--- config.mk ---
export PLATFORM = sky130hd
export DESIGN_NAME = two_queue_disk_track_scheduler
export DESIGN_NICKNAME = d
export VERILOG_FILES = /design/src/rtl/core/tqdts_pkg.sv /design/src/rtl/core/tqdts_ram.sv /design/src/rtl/core/tqdts_seq.sv /design/src/rtl/core/two_queue_disk_track_scheduler.sv
export SDC_FILE = /design/constraint.sdc
export NUM_CORES = 2
export LEC_CHECK = 0
export BUFFER_PORTS_ARGS = -buffer_cell sky130_fd_sc_hd__buf_2
export CAP_MARGIN = 30
export CORE_MARGIN = 1
export CORE_UTILIZATION = 35
export CTS_CLUSTER_SIZE = 24
export DETAILED_ROUTE_END_ITERATION = 10
export GPL_ROUTABILITY_DRIVEN = 0
export PLACE_DENSITY = 0.54
export SLEW_MARGIN = 25
export SYNTH_ARGS = -nofsm -noshare
export SYNTH_HDL_FRONTEND = slang
export SYNTH_SLANG_ARGS = --single-unit
--- constraint.sdc ---
create_clock -name clk -period 8.15 [get_ports clk]
set_input_delay 1.63 -clock clk [delete_from_list [all_inputs] [get_ports clk]]
set_output_delay 1.63 -clock clk [all_outputs]
set_load 0.1 [all_outputs]
--- src/rtl/core/tqdts_pkg.sv ---
// ----------------------------------------------------------------------------
// tqdts_pkg
// Shared types and constants of the two-queue disk track scheduler: field
// widths, item mode codes, the sequencer state type and the result bundle.
// ----------------------------------------------------------------------------
package tqdts_pkg;

  // Field widths of one request.
  localparam int TRACK_W = 11;
  localparam int TAG_W   = 11;
  localparam int KEY_W   = TRACK_W + TAG_W;

  // Default configuration.
  localparam int DEF_QUEUE_DEPTH = 16;
  localparam int DEF_NUM_UNITS   = 2;

  // Item modes.
  localparam logic MODE_INSERT = 1'b0;
  localparam logic MODE_POP    = 1'b1;

  // Sequencer states.
  typedef enum logic [2:0] {
    ST_IDLE,
    ST_START,
    ST_HEAD,
    ST_SORT_RD,
    ST_SORT_CMP,
    ST_POP_HEAD,
    ST_SHIFT,
    ST_DONE
  } seq_state_t;

  // Result of one item, handed from the sequencer to the output register.
  typedef struct packed {
    logic               accepted;
    logic               served_valid;
    logic [TRACK_W-1:0] served_track;
    logic [TAG_W-1:0]   served_tag;
    logic               primary_empty;
  } res_t;

endpackage

--- src/rtl/core/tqdts_ram.sv ---
// ----------------------------------------------------------------------------
// tqdts_ram
// Queue entry memory: one write port and one read port, registered read data.
// ----------------------------------------------------------------------------
module tqdts_ram #(
  parameter int ADDR_W = 6,
  parameter int DATA_W = 22
) (
  input  logic              clk,
  input  logic              we,
  input  logic [ADDR_W-1:0] waddr,
  input  logic [DATA_W-1:0] wdata,
  input  logic [ADDR_W-1:0] raddr,
  output logic [DATA_W-1:0] rdata
);

  localparam int DEPTH = 1 << ADDR_W;

  logic [DATA_W-1:0] mem [DEPTH];
  logic [DATA_W-1:0] rdata_r;

  // Write port.
  always_ff @(posedge clk) begin
    if (we) begin
      mem[waddr] <= wdata;
    end
  end

  // Read port with registered data.
  always_ff @(posedge clk) begin
    rdata_r <= mem[raddr];
  end

  assign rdata = rdata_r;

endmodule

--- src/rtl/core/tqdts_seq.sv ---
// ----------------------------------------------------------------------------
// tqdts_seq
// Sequencer of the scheduler. It keeps the per-unit queue counts and role
// bits, and steps one shared comparator over the queue memory to place new
// requests in order and to close the gap left by a served head.
// ----------------------------------------------------------------------------
module tqdts_seq #(
  parameter int QUEUE_DEPTH = 16,
  parameter int NUM_UNITS   = 2,
  parameter int ADDR_W      = 6
) (
  input  logic                            clk,
  input  logic                            rst_n,
  input  logic                            in_valid,
  output logic                            in_ready,
  input  logic                            in_mode,
  input  logic                            in_disk_unit,
  input  logic [tqdts_pkg::TRACK_W-1:0]   in_track,
  input  logic [tqdts_pkg::TAG_W-1:0]     in_tag,
  output logic                            res_valid,
  input  logic                            res_ready,
  output tqdts_pkg::res_t                 res,
  output logic                            mem_we,
  output logic [ADDR_W-1:0]               mem_waddr,
  output logic [tqdts_pkg::KEY_W-1:0]     mem_wdata,
  output logic [ADDR_W-1:0]               mem_raddr,
  input  logic [tqdts_pkg::KEY_W-1:0]     mem_rdata
);

  import tqdts_pkg::*;

  localparam int IDX_W  = $clog2(QUEUE_DEPTH);
  localparam int CNT_W  = $clog2(QUEUE_DEPTH + 1);
  localparam int UNIT_W = ADDR_W - 1 - IDX_W;
  localparam logic [CNT_W-1:0] QD_CNT = CNT_W'(QUEUE_DEPTH);
  localparam logic [CNT_W-1:0] ONE    = CNT_W'(1);

  seq_state_t        state_r, state_nxt;
  logic              mode_r, mode_nxt;
  logic [UNIT_W-1:0] unit_r, unit_nxt;
  logic              unit_ok_r, unit_ok_nxt;
  logic [KEY_W-1:0]  key_r, key_nxt;
  logic              bank_r, bank_nxt;
  logic [CNT_W-1:0]  pos_r, pos_nxt;
  logic              acc_r, acc_nxt;
  logic              sv_r, sv_nxt;
  logic [KEY_W-1:0]  served_r, served_nxt;
  logic [CNT_W-1:0]  cnt_r   [NUM_UNITS][2];
  logic [CNT_W-1:0]  cnt_nxt [NUM_UNITS][2];
  logic              sel_r   [NUM_UNITS];
  logic              sel_nxt [NUM_UNITS];

  logic             pri_b;
  logic [CNT_W-1:0] pc;
  logic [CNT_W-1:0] sc;
  logic [CNT_W-1:0] tc;
  logic [CNT_W-1:0] oc;
  logic [CNT_W-1:0] pos_m1;
  logic [CNT_W-1:0] pos_p1;
  logic [KEY_W-1:0] cmp_a;
  logic [KEY_W-1:0] cmp_b;
  logic             cmp_le;

  // Counts of the addressed unit: primary, secondary, working bank, other bank.
  assign pri_b  = sel_r[unit_r];
  assign pc     = cnt_r[unit_r][pri_b];
  assign sc     = cnt_r[unit_r][~pri_b];
  assign tc     = cnt_r[unit_r][bank_r];
  assign oc     = cnt_r[unit_r][~bank_r];
  assign pos_m1 = pos_r - ONE;
  assign pos_p1 = pos_r + ONE;

  // The shared comparator. For the head check the tag bits are padded so
  // that the key compare reduces to a compare of tracks only.
  always_comb begin
    if (state_r == ST_HEAD) begin
      cmp_a = {mem_rdata[KEY_W-1:TAG_W], {TAG_W{1'b0}}};
      cmp_b = {key_r[KEY_W-1:TAG_W], {TAG_W{1'b1}}};
    end else begin
      cmp_a = key_r;
      cmp_b = mem_rdata;
    end
  end
  assign cmp_le = (cmp_a <= cmp_b);

  // Result bundle, shown while in the done state.
  always_comb begin
    res.accepted      = acc_r;
    res.served_valid  = sv_r;
    res.served_track  = served_r[KEY_W-1:TAG_W];
    res.served_tag    = served_r[TAG_W-1:0];
    res.primary_empty = unit_ok_r ? (pc == '0) : 1'b1;
  end

  // State and working registers.
  always_ff @(posedge clk) begin
    if (!rst_n) begin
      state_r <= ST_IDLE;
      for (int u = 0; u < NUM_UNITS; u++) begin
        cnt_r[u][0] <= '0;
        cnt_r[u][1] <= '0;
        sel_r[u]    <= 1'b0;
      end
    end else begin
      state_r <= state_nxt;
      cnt_r   <= cnt_nxt;
      sel_r   <= sel_nxt;
    end
  end

  always_ff @(posedge clk) begin
    mode_r    <= mode_nxt;
    unit_r    <= unit_nxt;
    unit_ok_r <= unit_ok_nxt;
    key_r     <= key_nxt;
    bank_r    <= bank_nxt;
    pos_r     <= pos_nxt;
    acc_r     <= acc_nxt;
    sv_r      <= sv_nxt;
    served_r  <= served_nxt;
  end

  // Next state, memory accesses and count updates.
  always_comb begin
    state_nxt   = state_r;
    mode_nxt    = mode_r;
    unit_nxt    = unit_r;
    unit_ok_nxt = unit_ok_r;
    key_nxt     = key_r;
    bank_nxt    = bank_r;
    pos_nxt     = pos_r;
    acc_nxt     = acc_r;
    sv_nxt      = sv_r;
    served_nxt  = served_r;
    cnt_nxt     = cnt_r;
    sel_nxt     = sel_r;
    in_ready    = 1'b0;
    res_valid   = 1'b0;
    mem_we      = 1'b0;
    mem_waddr   = {unit_r, bank_r, pos_r[IDX_W-1:0]};
    mem_wdata   = key_r;
    mem_raddr   = {unit_r, bank_r, pos_m1[IDX_W-1:0]};

    case (state_r)
      ST_IDLE: begin
        in_ready = 1'b1;
        if (in_valid) begin
          mode_nxt    = in_mode;
          unit_nxt    = UNIT_W'(in_disk_unit);
          unit_ok_nxt = (int'(in_disk_unit) < NUM_UNITS);
          key_nxt     = {in_track, in_tag};
          acc_nxt     = 1'b0;
          sv_nxt      = 1'b0;
          served_nxt  = '0;
          state_nxt   = ST_START;
        end
      end

      ST_START: begin
        if (!unit_ok_r) begin
          state_nxt = ST_DONE;
        end else if (mode_r == MODE_INSERT) begin
          if (pc == '0) begin
            bank_nxt  = pri_b;
            pos_nxt   = pc;
            state_nxt = ST_SORT_RD;
          end else if (pc == QD_CNT) begin
            if (sc != QD_CNT) begin
              bank_nxt  = ~pri_b;
              pos_nxt   = sc;
              state_nxt = ST_SORT_RD;
            end else begin
              state_nxt = ST_DONE;
            end
          end else begin
            mem_raddr = {unit_r, pri_b, {IDX_W{1'b0}}};
            state_nxt = ST_HEAD;
          end
        end else begin
          if (pc == '0 && sc == '0) begin
            state_nxt = ST_DONE;
          end else begin
            // An empty primary with a waiting secondary swaps roles first.
            if (pc == '0) begin
              sel_nxt[unit_r] = ~pri_b;
              bank_nxt        = ~pri_b;
              mem_raddr       = {unit_r, ~pri_b, {IDX_W{1'b0}}};
            end else begin
              bank_nxt  = pri_b;
              mem_raddr = {unit_r, pri_b, {IDX_W{1'b0}}};
            end
            state_nxt = ST_POP_HEAD;
          end
        end
      end

      // Primary head is on the read port: pick the queue for the insert.
      ST_HEAD: begin
        if (cmp_le) begin
          bank_nxt  = pri_b;
          pos_nxt   = pc;
          state_nxt = ST_SORT_RD;
        end else if (sc != QD_CNT) begin
          bank_nxt  = ~pri_b;
          pos_nxt   = sc;
          state_nxt = ST_SORT_RD;
        end else begin
          state_nxt = ST_DONE;
        end
      end

      // Fetch the entry below the hole, or drop the key in at the bottom.
      ST_SORT_RD: begin
        if (pos_r == '0) begin
          mem_we                  = 1'b1;
          mem_wdata               = key_r;
          cnt_nxt[unit_r][bank_r] = tc + ONE;
          acc_nxt                 = 1'b1;
          state_nxt               = ST_DONE;
        end else begin
          state_nxt = ST_SORT_CMP;
        end
      end

      // Move the fetched entry up one place, or place the key in the hole.
      ST_SORT_CMP: begin
        mem_we = 1'b1;
        if (cmp_le) begin
          mem_wdata = mem_rdata;
          pos_nxt   = pos_m1;
          state_nxt = ST_SORT_RD;
        end else begin
          mem_wdata               = key_r;
          cnt_nxt[unit_r][bank_r] = tc + ONE;
          acc_nxt                 = 1'b1;
          state_nxt               = ST_DONE;
        end
      end

      // Head entry arrives; start closing the gap from position one.
      ST_POP_HEAD: begin
        served_nxt = mem_rdata;
        sv_nxt     = 1'b1;
        if (tc == ONE) begin
          cnt_nxt[unit_r][bank_r] = tc - ONE;
          if (oc != '0) begin
            sel_nxt[unit_r] = ~bank_r;
          end
          state_nxt = ST_DONE;
        end else begin
          mem_raddr = {unit_r, bank_r, ONE[IDX_W-1:0]};
          pos_nxt   = ONE;
          state_nxt = ST_SHIFT;
        end
      end

      // Each cycle writes one entry down and reads the next one.
      ST_SHIFT: begin
        mem_we    = 1'b1;
        mem_waddr = {unit_r, bank_r, pos_m1[IDX_W-1:0]};
        mem_wdata = mem_rdata;
        if (pos_p1 < tc) begin
          mem_raddr = {unit_r, bank_r, pos_p1[IDX_W-1:0]};
          pos_nxt   = pos_p1;
        end else begin
          cnt_nxt[unit_r][bank_r] = tc - ONE;
          state_nxt               = ST_DONE;
        end
      end

      ST_DONE: begin
        res_valid = 1'b1;
        if (res_ready) begin
          state_nxt = ST_IDLE;
        end
      end

      default: begin
        state_nxt = ST_IDLE;
      end
    endcase
  end

endmodule

--- src/rtl/core/two_queue_disk_track_scheduler.sv ---
// ----------------------------------------------------------------------------
// two_queue_disk_track_scheduler
// Circular-scan disk request scheduler with a primary and a secondary sorted
// queue per disk unit, built around one queue memory and a small sequencer.
// ----------------------------------------------------------------------------
// Each item is handled alone and the block is not ready until the item's
// result is in the output register. The queue memory has one read and one
// write port and the sequencer has one comparator, so the work is one memory
// step at a time. An insert checks the head of the primary queue when that
// queue is neither empty nor full, moves every stored entry with a larger
// key up a place, and then places the key at the bottom of the queue or
// above a smaller entry. A pop moves the entries behind the head of the
// primary queue down one per cycle. An item for an absent unit, a pop with
// nothing queued or a dropped insert writes nothing to the queue memory.
// While the result waits in the output register the next item is already
// accepted. Queue entries need no clearing after reset; occupancy counts
// reset to zero.
module two_queue_disk_track_scheduler #(
  parameter int QUEUE_DEPTH = tqdts_pkg::DEF_QUEUE_DEPTH,
  parameter int NUM_UNITS   = tqdts_pkg::DEF_NUM_UNITS
) (
  input  logic                          clk,
  input  logic                          rst_n,
  input  logic                          in_valid,
  output logic                          in_ready,
  input  logic                          in_mode,
  input  logic                          in_disk_unit,
  input  logic [tqdts_pkg::TRACK_W-1:0] in_track,
  input  logic [tqdts_pkg::TAG_W-1:0]   in_tag,
  output logic                          out_valid,
  input  logic                          out_ready,
  output logic                          out_accepted,
  output logic                          out_served_valid,
  output logic [tqdts_pkg::TRACK_W-1:0] out_served_track,
  output logic [tqdts_pkg::TAG_W-1:0]   out_served_tag,
  output logic                          out_primary_empty
);

  import tqdts_pkg::*;

  localparam int IDX_W  = $clog2(QUEUE_DEPTH);
  localparam int UNIT_W = (NUM_UNITS > 1) ? $clog2(NUM_UNITS) : 1;
  localparam int ADDR_W = UNIT_W + 1 + IDX_W;

  logic              res_valid;
  logic              res_ready;
  res_t              res;
  logic              mem_we;
  logic [ADDR_W-1:0] mem_waddr;
  logic [KEY_W-1:0]  mem_wdata;
  logic [ADDR_W-1:0] mem_raddr;
  logic [KEY_W-1:0]  mem_rdata;

  logic out_valid_r, out_valid_nxt;
  res_t out_res_r;
  logic load;

  tqdts_seq #(
    .QUEUE_DEPTH (QUEUE_DEPTH),
    .NUM_UNITS   (NUM_UNITS),
    .ADDR_W      (ADDR_W)
  ) u_seq (
    .clk          (clk),
    .rst_n        (rst_n),
    .in_valid     (in_valid),
    .in_ready     (in_ready),
    .in_mode      (in_mode),
    .in_disk_unit (in_disk_unit),
    .in_track     (in_track),
    .in_tag       (in_tag),
    .res_valid    (res_valid),
    .res_ready    (res_ready),
    .res          (res),
    .mem_we       (mem_we),
    .mem_waddr    (mem_waddr),
    .mem_wdata    (mem_wdata),
    .mem_raddr    (mem_raddr),
    .mem_rdata    (mem_rdata)
  );

  tqdts_ram #(
    .ADDR_W (ADDR_W),
    .DATA_W (KEY_W)
  ) u_ram (
    .clk   (clk),
    .we    (mem_we),
    .waddr (mem_waddr),
    .wdata (mem_wdata),
    .raddr (mem_raddr),
    .rdata (mem_rdata)
  );

  // Output register: takes a finished result whenever it is free or drained.
  assign res_ready     = !out_valid_r || out_ready;
  assign load          = res_valid && res_ready;
  assign out_valid_nxt = load || (out_valid_r && !out_ready);

  always_ff @(posedge clk) begin
    if (!rst_n) begin
      out_valid_r <= 1'b0;
    end else begin
      out_valid_r <= out_valid_nxt;
    end
  end

  always_ff @(posedge clk) begin
    if (load) begin
      out_res_r <= res;
    end
  end

  assign out_valid         = out_valid_r;
  assign out_accepted      = out_res_r.accepted;
  assign out_served_valid  = out_res_r.served_valid;
  assign out_served_track  = out_res_r.served_track;
  assign out_served_tag    = out_res_r.served_tag;
  assign out_primary_empty = out_res_r.primary_empty;

endmodule

==> results.md <==
- Status: completed
- Commonest non-fill, non-tap cell in the layout: edfxtp_1
- Gr usage total: between 20% and 30%
- Area Overhead vs Synth: 13.3%
- Setup TNS: 0 ns
- Synth unique cells: 84
- Setup crit start kind: register
- Worst Setup End Kind: register
- Crit path max-delay family: compound AO/OA/AOI/OAI gates
- FILL cells: around 17000
- Initial drt markers: between 4000 and 5000
- CP Data Required Time: between 8 and 9 ns
- CTS Buf Count: 159
- Sink Count: between 1500 and 2000
- Initial antenna violation count: 12
- # IOs: 55
- Max-capacitance violation count: 0
- Worst-Skew Late Latency: approximately 0.8 ns
- Placement Rows: 155
- Post-Synthesis Cells: 4906
- Fin crit period: roughly 6.2 ns
- Critical Path Start: u_seq.unit_r$_DFFE_PP_
- Clk_skew: slightly above 0.03 ns
- Worst path bufs/invs: 4
- Setup CP Type: reg -> reg
- Total vias in the final route: between 40000 and 50000
- Post-synthesis sequential area ratio: roughly 72%
- Final Cycle Share: approximately three quarters
- RSZ-0062 raised after global routing: no
- Remaining antenna violation count: 0
- Slew headroom: approximately a third
- Worst path arrival time: between 6 and 7 ns
- Critical Path Fanout Max: 71
- Core ar.: between 0.15 and 0.2 mm2
- Die area: 0.183 mm2
- Post-CTS Hold Buffers: 0
- Root Driver: clkbuf_16
- Final Max Tran Viols: 0
- H-tree levels: 4
- #FFs+latches synth: 1535
- CTS tree: done
- Drt pass-1 iters: 6
- Final Hold Vio Count: 0
- Clk pin slew, worst setup/hold paths: 0.06 ns
- Die X: roughly 430 um
- Post-synth EDFFs: around 1500
- Vias in the first global route: 38700
- Gr ovfl total: 0
- Min-delay src: u_seq.served_r[7]$_SDFFCE_PN0P_
- CP max stage cell: edfxtp_1
- CTS max path bufs: 3
- YS warnings: 0
- WL/cell: 25.8 um
- First-pass GRT wire length: approximately 280000 um
- Ys async rst share: 0%
- Via density: about 5.5
- Power Dens Cells: ~380 mW/mm2
- Leakage power: 24.0 nW
- Multi-input logic area: about 0.016 mm2
- Sequential cell area: approximately 0.046 mm2
- Tightest Hold Check Type: reg -> reg
- Critical Path, Cell by Cell: mux4_2, inv_1, ha_1, a21oi_1, o211a_1, a22oi_2, o31ai_1, and2_4, buf_12, buf_12, buf_4, nand3_1, nand3_1, nand4_1, a32o_1
- Power consumption: between 20 and 30 mW
- Syn Area/Cell: approximately 13 um2
- Final setup viols: 0
- Drt drc: 0
- Routed wire length: ~190000 um
- Largest net degree at the start of global routing: 161
- Most frequent cells in the layout: 1487 x edfxtp_1, 1382 x nand2_1, 501 x nand3_1
- Max incr delay on CP: about 0.92 ns
- Post-synthesis cell area: between 0.06 and 0.07 mm2
- Post-CTS Setup Bufs: 0
- Die H: roughly 430 um
- Highest clock rate: around 160 MHz
- Worst IR Drop VDD: approximately 0.00042 V
- Fin nets: ~5000
- Post-synth top flop: edfxtp_1
- Share of layout cells above drive strength 1: between 10% and 20%
- Dpl hpwl: approximately 110000 um
- Mapped Nets: approximately 5000
- Post-cts sizing count: 0
- Measured slew at the worst slew-check pin: between 1 and 1.5 ns
- Count of input and output buffers: 54
- Worst reg2reg path startpoint: u_seq.unit_r$_DFFE_PP_
- Initial Util: a little over a third
-- metrics by stage --
step / cell area (um2) / utilization (%) / std cells / setup slack, ns / hold slack, ns
finish: 71700 / 40.1 / 7422 / 1.91 / 0.416
global route: 71700 / 40.1 / 7419 / 1.75 / 0.420
CTS: 71700 / 40.0 / 7417 / 1.99 / 0.417
detailed placement: 66700 / 37.3 / 7130 / 2.03 / 0.405
global placement: 66700 / 37.2 / 7127 / 2.03 / 0.404
floorplan: 63300 / - / 4906 / 1.45 / 0.400
-- area by class of cell --
class | count | share of cell area, %
multi-input cells | 3015 | 23.0
repair buffers | 201 | 2.30
inverters | 26 | 0.136
diodes | 3 | 0.0105
flip-flops and latches | 1535 | 63.6
clock buffers | 210 | 6.00
clock inverters | 77 | 0.874
well taps | 2355 | 4.11
-- cells by family after synthesis --
group / synth area share, %
simple gates: 15.2
flops: 72.1
compound gates: 6.94
buf+inv: 2.50
mux: 2.46
fa+ha+maj: 0.526
xor+xnor: 0.263
-- flip-flops by register name, indices dropped and copies added, names as in the netlist, 5 cells and up, named ones only --
name              cells
u_seq.cnt_r          16
u_seq.key_r          22
out_served_track     11
u_seq.served_r       22
u_ram.rdata          22
u_seq.pos_r           5
u_ram.mem          1408
out_served_tag       11
-- layer usage --
metal	GRT usage [%]	up-vias	wire length, um
li1	-	18300	-
met1	30.5	21000	85500
met2	31.0	1658	85700
met3	3.75	254	15100
met4	5.83	8	5030
met5	0	-	54
-- cell usage after synthesis (39+ instances only) --
| cell | count | share of area [%] |
|---|---|---|
| buf_2 | 99 | 0.78 |
| mux2i_1 | 50 | 0.79 |
| and2_1 | 39 | 0.39 |
| nand3_1 | 501 | 4.0 |
| clkbuf_1 | 173 | 1.0 |
| a32oi_1 | 46 | 0.64 |
| nand2_1 | 1383 | 8.2 |
| and3_1 | 88 | 0.87 |
| a21oi_1 | 151 | 1.2 |
| nor2_1 | 104 | 0.62 |
| a31oi_1 | 129 | 1.3 |
| dfxtp_1 | 48 | 1.5 |
| edfxtp_1 | 1487 | 71 |
| nand4_1 | 50 | 0.49 |
-- worst reg2reg max path: cells and delay by family, from the launching register on --
kind | cells | cell delay, ns
mux | 1 | 0.69
flops | 1 | 0.92
simple gates | 4 | 1.29
compound gates | 5 | 1.75
buf+inv | 4 | 1.24
fa+ha+maj | 1 | 0.26
-- path summary, 6_finish.rpt --
path	end	cells past startpoint	slack, ns
setup / recovery	u_ram.rdata[4]$_DFF_P_	15	1.91
hold reg to reg	out_served_tag[7]$_DFFE_PP_	0	0.42
hold / removal	out_served_tag[7]$_DFFE_PP_	0	0.42
setup reg to reg	u_ram.rdata[4]$_DFF_P_	15	1.91
-- power breakdown --
part           internal [mW]  leakage (nW)  switching, mW
Sequential              9.16          13.8          0.335
Clock                   3.94          2.42           3.08
Combinational           2.86          7.75           7.66
No activity file was read; power rests on OpenSTA's default activity.
